[src/rtl/pwsr_pkg.sv]
`timescale 1ns / 1ps
// ----------------------------------------------------------------------------
// pwsr_pkg
// shared widths, register indexes and the result type of the receiver
// ----------------------------------------------------------------------------
package pwsr_pkg;

    // pulse width counter, reference width and threshold width
    localparam int COUNT_WIDTH = 8;

    localparam int BYTE_WIDTH  = 8;
    localparam int CFG_WIDTH   = 8;
    localparam int CFG_IDX_W   = 1;

    // configuration register indexes
    localparam logic [CFG_IDX_W-1:0] REG_BYTE_CAPACITY = 1'd0;
    localparam logic [CFG_IDX_W-1:0] REG_TIMEOUT_TICKS = 1'd1;

    typedef struct packed {
        logic [BYTE_WIDTH-1:0] data_byte;
        logic                  last_byte;
        logic                  frame_error;
    } result_t;

endpackage

[src/rtl/pulse_width_serial_receiver_unit.sv]
`timescale 1ns / 1ps
// a result is registered into the result register, or into the skid entry while that one holds an untaken result
// throughput: one line sample per cycle, every cycle, while the skid entry is free
// s_tready drops only when the result register and the skid entry both hold a result
// reset: rst_n asynchronous, active low; decoder idles with line assumed high,
// byte_capacity and timeout_ticks both return to 255
// ----------------------------------------------------------------------------
// pulse_width_serial_receiver_unit
// single-wire pulse width coded frame receiver, one line sample per request
// ----------------------------------------------------------------------------
module pulse_width_serial_receiver_unit
(
    input  logic                               clk,
    input  logic                               rst_n,
    // configuration write port
    input  logic                               cfg_we,
    input  logic [pwsr_pkg::CFG_IDX_W-1:0]     cfg_index,
    input  logic [pwsr_pkg::CFG_WIDTH-1:0]     cfg_data,
    // sample stream
    input  logic                               s_tvalid,
    output logic                               s_tready,
    input  logic [7:0]                         s_tdata,   // [0] line_level, rest zero
    // result stream
    output logic                               m_tvalid,
    input  logic                               m_tready,
    output logic [7:0]                         m_tdata,   // [7:0] data_byte
    output logic                               m_tlast,   // last_byte
    output logic                               m_tuser    // [0] frame_error
);

    logic              accept;
    logic              res_valid;
    pwsr_pkg::result_t res;
    pwsr_pkg::result_t out_data;

    // a request is taken whenever the skid entry is free
    assign accept = s_tvalid && s_tready;

    // decoder state advances once per accepted sample; upper tdata bits are padding
    pwsr_core u_core
    (
        .clk          (clk),
        .rst_n        (rst_n),
        .cfg_we       (cfg_we),
        .cfg_index    (cfg_index),
        .cfg_data     (cfg_data),
        .sample_valid (accept),
        .sample_level (s_tdata[0]),
        .res_valid    (res_valid),
        .res          (res)
    );

    // result register plus skid entry parts the two handshakes
    pwsr_out_buf u_out_buf
    (
        .clk       (clk),
        .rst_n     (rst_n),
        .push      (res_valid),
        .push_data (res),
        .can_push  (s_tready),
        .out_valid (m_tvalid),
        .out_ready (m_tready),
        .out_data  (out_data)
    );

    assign m_tdata = out_data.data_byte;
    assign m_tlast = out_data.last_byte;
    assign m_tuser = out_data.frame_error;

endmodule

[src/rtl/pwsr_core.sv]
`timescale 1ns / 1ps
// ----------------------------------------------------------------------------
// pwsr_core
// per-sample frame decoder: pulse width measure, threshold and byte assembly
// ----------------------------------------------------------------------------
module pwsr_core
(
    input  logic                                  clk,
    input  logic                                  rst_n,
    input  logic                                  cfg_we,
    input  logic [pwsr_pkg::CFG_IDX_W-1:0]        cfg_index,
    input  logic [pwsr_pkg::CFG_WIDTH-1:0]        cfg_data,
    input  logic                                  sample_valid,
    input  logic                                  sample_level,
    output logic                                  res_valid,
    output pwsr_pkg::result_t                     res
);

    localparam int CW = pwsr_pkg::COUNT_WIDTH;
    localparam int BW = pwsr_pkg::BYTE_WIDTH;

    localparam logic [2:0] PH_IDLE = 3'd0;
    localparam logic [2:0] PH_REF0 = 3'd1;
    localparam logic [2:0] PH_REF1 = 3'd2;
    localparam logic [2:0] PH_DATA = 3'd3;
    localparam logic [2:0] PH_SEP  = 3'd4;

    logic [BW-1:0] capacity_reg;
    logic [pwsr_pkg::CFG_WIDTH-1:0] timeout_reg;

    logic [2:0]    phase_reg,     phase_next;
    logic          prev_reg,      prev_next;
    logic [CW-1:0] width_reg,     width_next;
    logic [CW-1:0] ref0_reg,      ref0_next;
    logic [CW-1:0] thresh_reg,    thresh_next;
    logic [BW-1:0] shift_reg,     shift_next;
    logic [2:0]    bit_idx_reg,   bit_idx_next;
    logic [BW-1:0] count_reg,     count_next;

    logic          timed_out;
    logic          wide;
    logic [CW:0]   ref_sum;
    logic [BW-1:0] count_inc;
    logic          last;

    // timeout compare done at a width that holds both operands
    assign timed_out = ({{pwsr_pkg::CFG_WIDTH{1'b0}}, width_reg}
                        >= {{CW{1'b0}}, timeout_reg}) || (width_reg == {CW{1'b1}});
    assign wide      = width_reg > thresh_reg;
    assign ref_sum   = {1'b0, ref0_reg} + {1'b0, width_reg};
    assign count_inc = count_reg + {{(BW-1){1'b0}}, 1'b1};
    assign last      = wide || (count_inc >= capacity_reg) || (count_inc == '0);

    always_comb
    begin
        phase_next   = phase_reg;
        prev_next    = prev_reg;
        width_next   = width_reg;
        ref0_next    = ref0_reg;
        thresh_next  = thresh_reg;
        shift_next   = shift_reg;
        bit_idx_next = bit_idx_reg;
        count_next   = count_reg;
        res_valid    = 1'b0;
        res          = '0;

        if (sample_valid)
        begin
            prev_next = sample_level;
            if (phase_reg == PH_IDLE)
            begin
                if (prev_reg && !sample_level)
                begin
                    phase_next   = PH_REF0;
                    width_next   = '0;
                    shift_next   = '0;
                    bit_idx_next = 3'd7;
                    count_next   = '0;
                end
            end
            else if (sample_level)
            begin
                if (timed_out)
                begin
                    phase_next      = PH_IDLE;
                    width_next      = '0;
                    res_valid       = 1'b1;
                    res.frame_error = 1'b1;
                end
                else
                begin
                    width_next = width_reg + {{(CW-1){1'b0}}, 1'b1};
                end
            end
            else if (prev_reg)
            begin
                // falling edge closes a pulse
                width_next = '0;
                case (phase_reg)
                    PH_REF0:
                    begin
                        ref0_next  = width_reg;
                        phase_next = PH_REF1;
                    end
                    PH_REF1:
                    begin
                        thresh_next = ref_sum[CW:1];
                        phase_next  = PH_DATA;
                    end
                    PH_DATA:
                    begin
                        if (wide)
                            shift_next = shift_reg | (BW'(1) << bit_idx_reg);
                        if (bit_idx_reg == 3'd0)
                        begin
                            bit_idx_next = 3'd7;
                            phase_next   = PH_SEP;
                        end
                        else
                        begin
                            bit_idx_next = bit_idx_reg - 3'd1;
                        end
                    end
                    PH_SEP:
                    begin
                        count_next    = count_inc;
                        res_valid     = 1'b1;
                        res.data_byte = shift_reg;
                        res.last_byte = last;
                        shift_next    = '0;
                        phase_next    = last ? PH_IDLE : PH_DATA;
                    end
                    default:
                    begin
                        phase_next = PH_IDLE;
                    end
                endcase
            end
        end
    end

    always_ff @(posedge clk or negedge rst_n)
    begin
        if (!rst_n)
        begin
            capacity_reg <= '1;
            timeout_reg  <= '1;
            phase_reg    <= PH_IDLE;
            prev_reg     <= 1'b1;
            width_reg    <= '0;
            ref0_reg     <= '0;
            thresh_reg   <= '0;
            shift_reg    <= '0;
            bit_idx_reg  <= 3'd7;
            count_reg    <= '0;
        end
        else
        begin
            if (cfg_we && cfg_index == pwsr_pkg::REG_BYTE_CAPACITY)
                capacity_reg <= cfg_data;
            if (cfg_we && cfg_index == pwsr_pkg::REG_TIMEOUT_TICKS)
                timeout_reg <= cfg_data;
            phase_reg   <= phase_next;
            prev_reg    <= prev_next;
            width_reg   <= width_next;
            ref0_reg    <= ref0_next;
            thresh_reg  <= thresh_next;
            shift_reg   <= shift_next;
            bit_idx_reg <= bit_idx_next;
            count_reg   <= count_next;
        end
    end

endmodule

[src/rtl/pwsr_out_buf.sv]
`timescale 1ns / 1ps
// ----------------------------------------------------------------------------
// pwsr_out_buf
// result register with a skid entry so the input side's ready comes from a register, not from tready
// ----------------------------------------------------------------------------
module pwsr_out_buf
(
    input  logic              clk,
    input  logic              rst_n,
    input  logic              push,
    input  pwsr_pkg::result_t push_data,
    output logic              can_push,
    output logic              out_valid,
    input  logic              out_ready,
    output pwsr_pkg::result_t out_data
);

    logic              out_valid_reg;
    logic              skid_valid_reg;
    pwsr_pkg::result_t out_reg;
    pwsr_pkg::result_t skid_reg;
    logic              pop;

    assign pop       = out_valid_reg && out_ready;
    assign can_push  = !skid_valid_reg;
    assign out_valid = out_valid_reg;
    assign out_data  = out_reg;

    always_ff @(posedge clk or negedge rst_n)
    begin
        if (!rst_n)
        begin
            out_valid_reg  <= 1'b0;
            skid_valid_reg <= 1'b0;
        end
        else if (skid_valid_reg)
        begin
            if (pop)
                skid_valid_reg <= 1'b0;
        end
        else if (push)
        begin
            if (out_valid_reg && !pop)
                skid_valid_reg <= 1'b1;
            else
                out_valid_reg <= 1'b1;
        end
        else if (pop)
        begin
            out_valid_reg <= 1'b0;
        end
    end

    always_ff @(posedge clk)
    begin
        if (skid_valid_reg)
        begin
            if (pop)
                out_reg <= skid_reg;
        end
        else if (push)
        begin
            if (out_valid_reg && !pop)
                skid_reg <= push_data;
            else
                out_reg <= push_data;
        end
    end

endmodule

[config.mk]
export PLATFORM = sky130hd
export DESIGN_NAME = pulse_width_serial_receiver_unit
export DESIGN_NICKNAME = d
export VERILOG_FILES = /design/src/rtl/pwsr_pkg.sv /design/src/rtl/pulse_width_serial_receiver_unit.sv /design/src/rtl/pwsr_core.sv /design/src/rtl/pwsr_out_buf.sv
export SDC_FILE = /design/constraint.sdc
export NUM_CORES = 1
export LEC_CHECK = 0
export BUFFER_PORTS_ARGS = -buffer_cell sky130_fd_sc_hd__clkbuf_2
export CAP_MARGIN = 20
export CORE_ASPECT_RATIO = 1.1
export CORE_MARGIN = 1.5
export CORE_UTILIZATION = 33
export CTS_CLUSTER_DIAMETER = 50
export DETAILED_ROUTE_END_ITERATION = 8
export HOLD_SLACK_MARGIN = 0.15
export SYNTH_ARGS = -nofsm -noshare
export SYNTH_HDL_FRONTEND = slang
export SYNTH_SLANG_ARGS = --single-unit
[constraint.sdc]
create_clock -name clk -period 2.2 [get_ports clk]
set_input_delay 0.22 -clock clk [delete_from_list [all_inputs] [get_ports clk]]
set_output_delay 0.22 -clock clk [all_outputs]
set_load 0.02 [all_outputs]
==> flow_summary.json, run 1 <==
{
  "status": "finished with violations",
  "violations": "negative setup slack",
  "synth.avg_cell_area_sq_um": 10.6,
  "synth_edf_count": 20,
  "max_stage_delay_ns": 0.46,
  "ios": 34,
  "port_buffers": 26,
  "seqCellArea_sq_mm": 0.00226,
  "p_sw_mw": 0.812,
  "max-cap-violations": 0,
  "ys_seq_area_share_pct": 49.0,
  "max_slew.worst_pin.slew_ns": 0.475,
  "seq_power_share_pct": 48.7,
  "path_delay_family": "flip-flops",
  "critPathBufInv": 2,
  "cts_buffers": 9,
  "clock_latency_ns": 0.34,
  "hold_violations": 0,
  "final_antenna_net_count": 0,
  "cp_data_required_time_ns": 2.29,
  "synth-seq-cells": 85,
  "place_ws_ns": -0.194,
  "core-area_sq_mm": 0.0137,
  "final_common_cell": "buf_4",
  "n_antenna_cell": 0,
  "cts_root_buf": "clkbuf_16",
  "setup_ws_ns": -0.0501,
  "fin_crit_sh_pct": 102,
  "chipHeight_um": 127,
  "intPower_mw": 2.68,
  "wl_um": 10500,
  "power_density_mw_per_mm2": 573,
  "drc_errors": 0,
  "cts_tree": "yes",
  "clock_sinks": 85,
  "setup.worst_path.class": "register to register",
  "drive_above_1_share_pct": 36.1,
  "first_global_vias": 3568,
  "fin_nets": 583,
  "drt-initial-drc-count": 115,
  "total_power_mw": 3.49,
  "rsz0062_at_grt": "yes",
  "firstDrtPassIters": 6,
  "viasPerCell": 4.91,
  "dieArea_sq_mm": 0.0146,
  "ys.flop_type": "dfrtp_1",
  "setup_viol": 2,
  "antenna_found_initial": 0,
  "synth_top_area_share_pct": 24.5,
  "yosys_warnings": 0,
  "endpoint_kind": "register",
  "crit_chain": "ha_4, inv_1, nor2_2, xnor2_2, inv_2, ha_4, a21o_1, a21oi_2, and4_4, o21ai_1",
  "fillers": 1244,
  "synth_cells": 432,
  "cts_max_level": 3,
  "ir_worst_vdd_uv": 347,
  "crit_fanout": 6,
  "yosys.area.top_type": "dfrtp_1",
  "mostFrequentLayoutCells": "47 x buf_4, 40 x dfrtp_1, 38 x nand2_1",
  "crit_path_frequent_cell": "ha_4",
  "fin_setup_tns_ns": -0.0674,
  "rows": 45,
  "synth_area_leaders": "dfrtp_1 25%, edfxtp_1 13%, dfstp_2 11%",
  "hold_class": "input pin to register",
  "p_leak_nw": 2.74,
  "start_kind": "register",
  "cp.arrival_ns": 2.34,
  "multi_input_area_sq_mm": 0.00246,
  "clkPwrFrac_pct": 45.3,
  "syn_area_sq_mm": 0.00459,
  "grt_start_max_net_pins": 66,
  "routedWlPerCell_um": 14.7,
  "clk_pin_slew_ns": 0.07,
  "syn-num-nets": 494,
  "layout-area-overhead-vs-synth_pct": 32.5,
  "clockBufferDepth": 2,
  "gp_congestion": 0.830,
  "dp_hpwl_um": 7210,
  "grt_pass1_wl_um": 17500,
  "comb_power_share_pct": 6.0,
  "die_x_um": 115,
  "synth_cell_types": 55,
  "p_sw_share_pct": 23.3,
  "finalCriticalPeriod_ns": 2.25,
  "fin_skew_ns": 0.00933,
  "critPathSlowestCell": "dfrtp_2",
  "max_clock_freq_ghz": 0.444,
  "async_flop_share_pct": 76.5,
  "dr_total_vias": 3508,
  "slew_headroom_pct": 68.3,
  "initial_utilization_pct": 33.6,
  "slew_violations": 0,
  "grt_remaining_overflow": 0,
  "grtUsageTotal_pct": 15.2
}
[cell usage after synthesis, types with 8 or more instances]
cell type and count:
a21o_1 12, a21oi_1 19, a22o_1 8, and3_1 13
dfrtp_1 45, dfstp_2 20, edfxtp_1 20, ha_1 39
inv_1 37, mux2_2 12, nand2_1 38, nand3_1 13
nor2_1 24, nor2b_1 9, o21ai_0 39
[logic make-up (layout without fill, tap and decap cells)]
kind of cell	after synthesis	count (layout)	synth area share, %
adder cells (fa/ha/maj)	40	40	11.1
multiplexers	19	19	5.01
flip-flops	85	85	49.0
AO/OA/AOI/OAI	106	106	14.7
buffers and inverters	49	143	4.44
AND/OR/NAND/NOR	122	122	13.7
XOR/XNOR	11	11	2.10
[worst register-to-register path, stage by stage, from the launching register on]
cell,delay (ns)
dfrtp_2,0.46
ha_4,0.19
inv_1,0.10
nor2_2,0.06
xnor2_2,0.19
inv_2,0.08
ha_4,0.22
a21o_1,0.19
a21oi_2,0.16
and4_4,0.27
o21ai_1,0.07
[layout make-up]
| cell class | instances | area share [%] |
|---|---|---|
| Timing Repair Buffer | 89 | 11.1 |
| Clock buffer | 9 | 3.70 |
| Clock inverter | 7 | 1.36 |
| Inverter | 38 | 2.34 |
| Multi-Input combinational cell | 298 | 40.5 |
| Tap cell | 188 | 3.87 |
| Sequential cell | 85 | 37.1 |
[metal layers]
layer	global-route usage (%)	routed length, um
met5	0	0
met4	5.66	195
met3	3.25	412
met1	20.3	4780
met2	24.1	5100
[power by group through the flow]
stage | sequential [mW] | combinational, mW | clock (mW)
final | 1.70 | 0.210 | 1.58
after global routing | 1.70 | 0.239 | 1.68
after CTS | 1.70 | 0.204 | 1.61
after detailed placement | 1.73 | 0.169 | 0
after global placement | 1.73 | 0.164 | 0
after floorplan | 1.72 | 0.0963 | 0
[path summary, 6_finish.rpt]
| path | start | end | slack (ns) | depth (start not counted) |
|---|---|---|---|---|
| hold reg to reg | u_core.thresh_reg[4]$_DFFE_PN0P_ | u_core.thresh_reg[4]$_DFFE_PN0P_ | 0.49 | 2 |
| min in group asynchronous | rst_n | u_core.ref0_reg[2]$_DFFE_PN0P_ | 0.44 | 3 |
| setup reg to reg | u_core.count_reg[0]$_DFFE_PN0P_ | u_out_buf.out_data[1]$_DFFE_PP_ | -0.05 | 10 |
| hold / removal | s_tdata[0] | u_core.prev_reg$_DFFE_PN1P_ | 0.26 | 2 |
| max in group asynchronous | rst_n | u_core.bit_idx_reg[1]$_DFFE_PN1P_ | 1.42 | 3 |
| setup / recovery | u_core.count_reg[0]$_DFFE_PN0P_ | u_out_buf.out_data[1]$_DFFE_PP_ | -0.05 | 10 |
[timing repair]
| item | 4_1_cts | 5_1_grt |
|---|---|---|
| hold buffers | 10 | 0 |
| gates resized for setup | 26 | 40 |
| buffers inserted | 4 | 5 |
| endpoints found under the hold margin | 60 | 0 |
| cloned | 0 | 0 |
| setup endpoints to repair | 39 | 40 |
| pin swaps | 10 | 15 |
[per-stage QoR]
stage | area, sq um | util [%] | hold WS, ns | std cells
floorplan | 4610 | - | -0.0756 | 432
global placement | 5260 | 38.5 | 0.272 | 679
detailed placement | 5260 | 38.5 | 0.279 | 679
CTS | 5820 | 42.5 | 0.230 | 709
global route | 6080 | 44.5 | 0.260 | 714
finish | 6080 | 44.5 | 0.261 | 714
Note: power is estimated with default switching activity, not from simulation.
==> run 2, diff against run 1 <==
--- a/config.mk
+++ b/config.mk
@@ -5,8 +5,8 @@
 export SDC_FILE = /design/constraint.sdc
 export NUM_CORES = 1
 export LEC_CHECK = 0
+export ABC_AREA = 1
 export BUFFER_PORTS_ARGS = -buffer_cell sky130_fd_sc_hd__clkbuf_2
-export CAP_MARGIN = 20
 export CORE_ASPECT_RATIO = 1.1
 export CORE_MARGIN = 1.5
 export CORE_UTILIZATION = 33
==> constraint.sdc (replaced) <==
create_clock -name clk -period 2.35 [get_ports clk]
set_input_delay 0.235 -clock clk [delete_from_list [all_inputs] [get_ports clk]]
set_output_delay 0.235 -clock clk [all_outputs]
set_load 0.02 [all_outputs]
==> run 2 against run 1 <==
  * The flow now finishes without violations
  * Combinational power grew to 6.3 times the previous value
  * Worst setup slack better by 0.20 ns
  * Hold slack worse by 0.099 ns
  * Sequential power is 16% higher
  * Register-to-register slack better by 0.20 ns
  * Synthesized cell count is 25% higher
  * Cell count is 11% higher
  * Core utilization is 3.6 points lower
  * Clock power is 5% lower
  * Flip-flop and latch count stayed put
  * Count of clock-buffer cells in the layout stayed put
  * Via count is 1.6% higher
  * Critical endpoint unchanged
  * Highest routed layer unchanged
==> flow_summary.json, run 2 <==
{
  "worst_hold_slack_ns": 0.162,
  "initial_utilization_pct": 34.0,
  "yosysMostFrequentCell": "nand2_1",
  "ios": 34,
  "synth-seq-cells": 85,
  "yosys.area.top_type": "dfrtp_1",
  "fin_crit_sh_pct": 93.6,
  "cts_buffers": 9,
  "async_flop_share_pct": 76.5,
  "setup_viol": 0,
  "synth_cells": 540,
  "start_kind": "register",
  "mostFrequentLayoutCells": "111 x nand2_1, 91 x inv_1, 48 x o21ai_0",
  "synth_edf_count": 20,
  "synth_area_leaders": "dfrtp_1 24%, edfxtp_1 13%, dfstp_2 11%",
  "fin_skew_ns": 0.00727,
  "endpoint_kind": "register",
  "fin_nets": 658,
  "viasPerCell": 4.52,
  "max_clock_freq_ghz": 0.455,
  "synth-simple-area-share_pct": 19.5,
  "max-cap-violations": 0,
  "clk_pin_slew_ns": 0.07,
  "hold_violations": 0,
  "slew_headroom_pct": 67.0,
  "ir_worst_vdd_uv": 362,
  "synthMuxAreaShare_pct": 0.718,
  "finalCriticalPeriod_ns": 2.20,
  "clock_latency_ns": 0.35,
  "syn_area_sq_mm": 0.00470,
  "synthAdderAreaFrac_pct": 10.8,
  "multi_input_area_sq_mm": 0.00210,
  "wl_um": 8950,
  "placed_cells": 761,
  "seqCellArea_sq_mm": 0.00225,
  "crit_fanout": 3,
  "syn-num-nets": 602,
  "rsz0062_at_grt": "yes",
  "p_leak_nw": 2.78,
  "status": "finished clean",
  "clock_sinks": 85,
  "cts_tree": "yes",
  "drc_errors": 0,
  "drt-initial-drc-count": 203,
  "fin_util_pct": 40.8,
  "yosys-top-cells-count": "115 x nand2_1, 92 x inv_1, 50 x o21ai_0, 45 x dfrtp_1, 39 x ha_1",
  "synth_cell_types": 39,
  "cp_data_required_time_ns": 2.45,
  "synth_top_area_share_pct": 23.9,
  "ys_seq_area_share_pct": 47.9,
  "port_buffers": 26,
  "chipHeight_um": 128,
  "hold_class": "input pin to register",
  "dr_total_vias": 3564,
  "final_antenna_net_count": 0,
  "grtUsageTotal_pct": 13.4,
  "rows": 45,
  "grt_remaining_overflow": 0,
  "synth_top_family_by_area": "simple AND/OR/NAND/NOR gates",
  "cp.arrival_ns": 2.30,
  "n_antenna_cell": 0,
  "cts_root_buf": "clkbuf_16",
  "antenna_found_initial": 0,
  "slew_violations": 0,
  "layout.cells.non_filler": 789,
  "drive_above_1_share_pct": 20.8,
  "yosys_warnings": 0,
  "first_global_vias": 3474,
  "gp_congestion": 0.847,
  "synth-compound-area-share_pct": 10.7,
  "ys.flop_type": "dfrtp_1",
  "final_common_cell": "nand2_1",
  "fillers": 1401,
  "synth.avg_cell_area_sq_um": 8.71,
  "layout-area-overhead-vs-synth_pct": 20.2,
  "dp_hpwl_um": 6680,
  "grt_pass1_wl_um": 15800,
  "synth_xor_area_share_pct": 1.68,
  "power_density_mw_per_mm2": 849,
  "clockBufferDepth": 2,
  "setup.worst_path.class": "register to register",
  "routedWlPerCell_um": 11.3,
  "grt_start_max_net_pins": 66,
  "dieArea_sq_mm": 0.0150,
  "max_slew.worst_pin.slew_ns": 0.490,
  "cts_max_level": 3,
  "firstDrtPassIters": 4,
  "die_x_um": 117,
  "core-area_sq_mm": 0.0139
}
==> run 2: changes by cell type after synthesis, sizes merged, moves of 6 or more <==
| cell | change |
|---|---|
| nand2 | +83 |
| inv | +62 |
| nor2 | +18 |
| mux2 | -14 |
| and3 | -13 |
| nand3 | +13 |
| o21ai | +12 |
| a21o | -10 |
| nor2b | -9 |
| a22o | -7 |
| o22ai | +6 |
==> run 2: cell type report <==
cell class	instances	area share, %
Clock buffer	9	3.98
Clock inverter	7	1.62
Inverter	100	6.68
Multi-Input combinational cell	348	37.1
Sequential cell	85	39.9
Tap cell	188	4.16
Timing Repair Buffer	52	6.60
==> run 2: power by group <==
group	switching, mW	leakage, nW	internal, mW
Clock	0.652	0.151	0.850
Sequential	0.156	0.985	1.82
Combinational	0.822	1.64	0.501
Total	1.63	2.78	3.17
==> run 2: kinds of logic (layout without fill, tap and decap cells) <==
| logic type | Yosys count | in the layout |
|---|---|---|
| flip-flops | 85 | 85 |
| buffers and inverters | 107 | 168 |
| XOR/XNOR | 9 | 9 |
| AO/OA/AOI/OAI | 93 | 93 |
| AND/OR/NAND/NOR | 203 | 203 |
| multiplexers | 3 | 3 |
| adder cells (fa/ha/maj) | 40 | 40 |
==> run 2: worst paths after layout <==
path	start	to	slack (ns)	depth (start not counted)
min in group asynchronous	rst_n	u_core.thresh_reg[3]$_DFFE_PN0P_	0.45	3
max in group asynchronous	rst_n	u_core.bit_idx_reg[1]$_DFFE_PN1P_	1.57	3
worst min-delay path	m_tready	u_out_buf.skid_valid_reg$_DFF_PN0_	0.16	4
worst max-delay path	u_core.count_reg[1]$_DFFE_PN0P_	u_out_buf.out_data[1]$_DFFE_PP_	0.15	14
worst max register to register	u_core.count_reg[1]$_DFFE_PN0P_	u_out_buf.out_data[1]$_DFFE_PP_	0.15	14
worst min register to register	u_core.timeout_reg[2]$_DFFE_PN1P_	u_core.timeout_reg[2]$_DFFE_PN1P_	0.49	2
==> run 2: what timing repair did <==
action                                  4_1_cts  5_1_grt
endpoints found under the setup margin       10       24
buffers inserted                              0        3
gates resized for setup                       1       20
pin swaps                                     0        4
hold endpoints to repair                     61        0
hold buffers                                  9        0
==> run 2: metrics by stage <==
step	power (mW)	worst slack (ns)	instance area (sq um)	setup TNS [ns]
detailed placement	3.26	0.00632	5170	0
CTS	4.79	0.0224	5580	0
global route	5.14	-0.0445	5650	-0.0739
floorplan	2.91	0.252	4700	0
finish	4.80	0.151	5650	0
global placement	3.19	0.0487	5170	0
==> run 2: worst max-delay path, stage by stage (launching register included) <==
cell and delay, ns:
dfrtp_2 0.42, buf_4 0.14, nand3_1 0.10, xor2_1 0.29, ha_1 0.30, nand2_1 0.06
inv_1 0.05, nand2_1 0.06, nand2_1 0.04, nand2_1 0.07, nand3_2 0.10, nor2_4 0.11
nand2_1 0.08, nand2_2 0.09, nand2_1 0.05
==> run 2: routing by layer <==
metal	vias up	global-route usage, %	routed length (um)
li1	1855	-	-
met1	1646	16.8	4270
met2	52	22.2	4270
met3	11	2.84	264
met4	0	5.39	155
met5	-	0	0
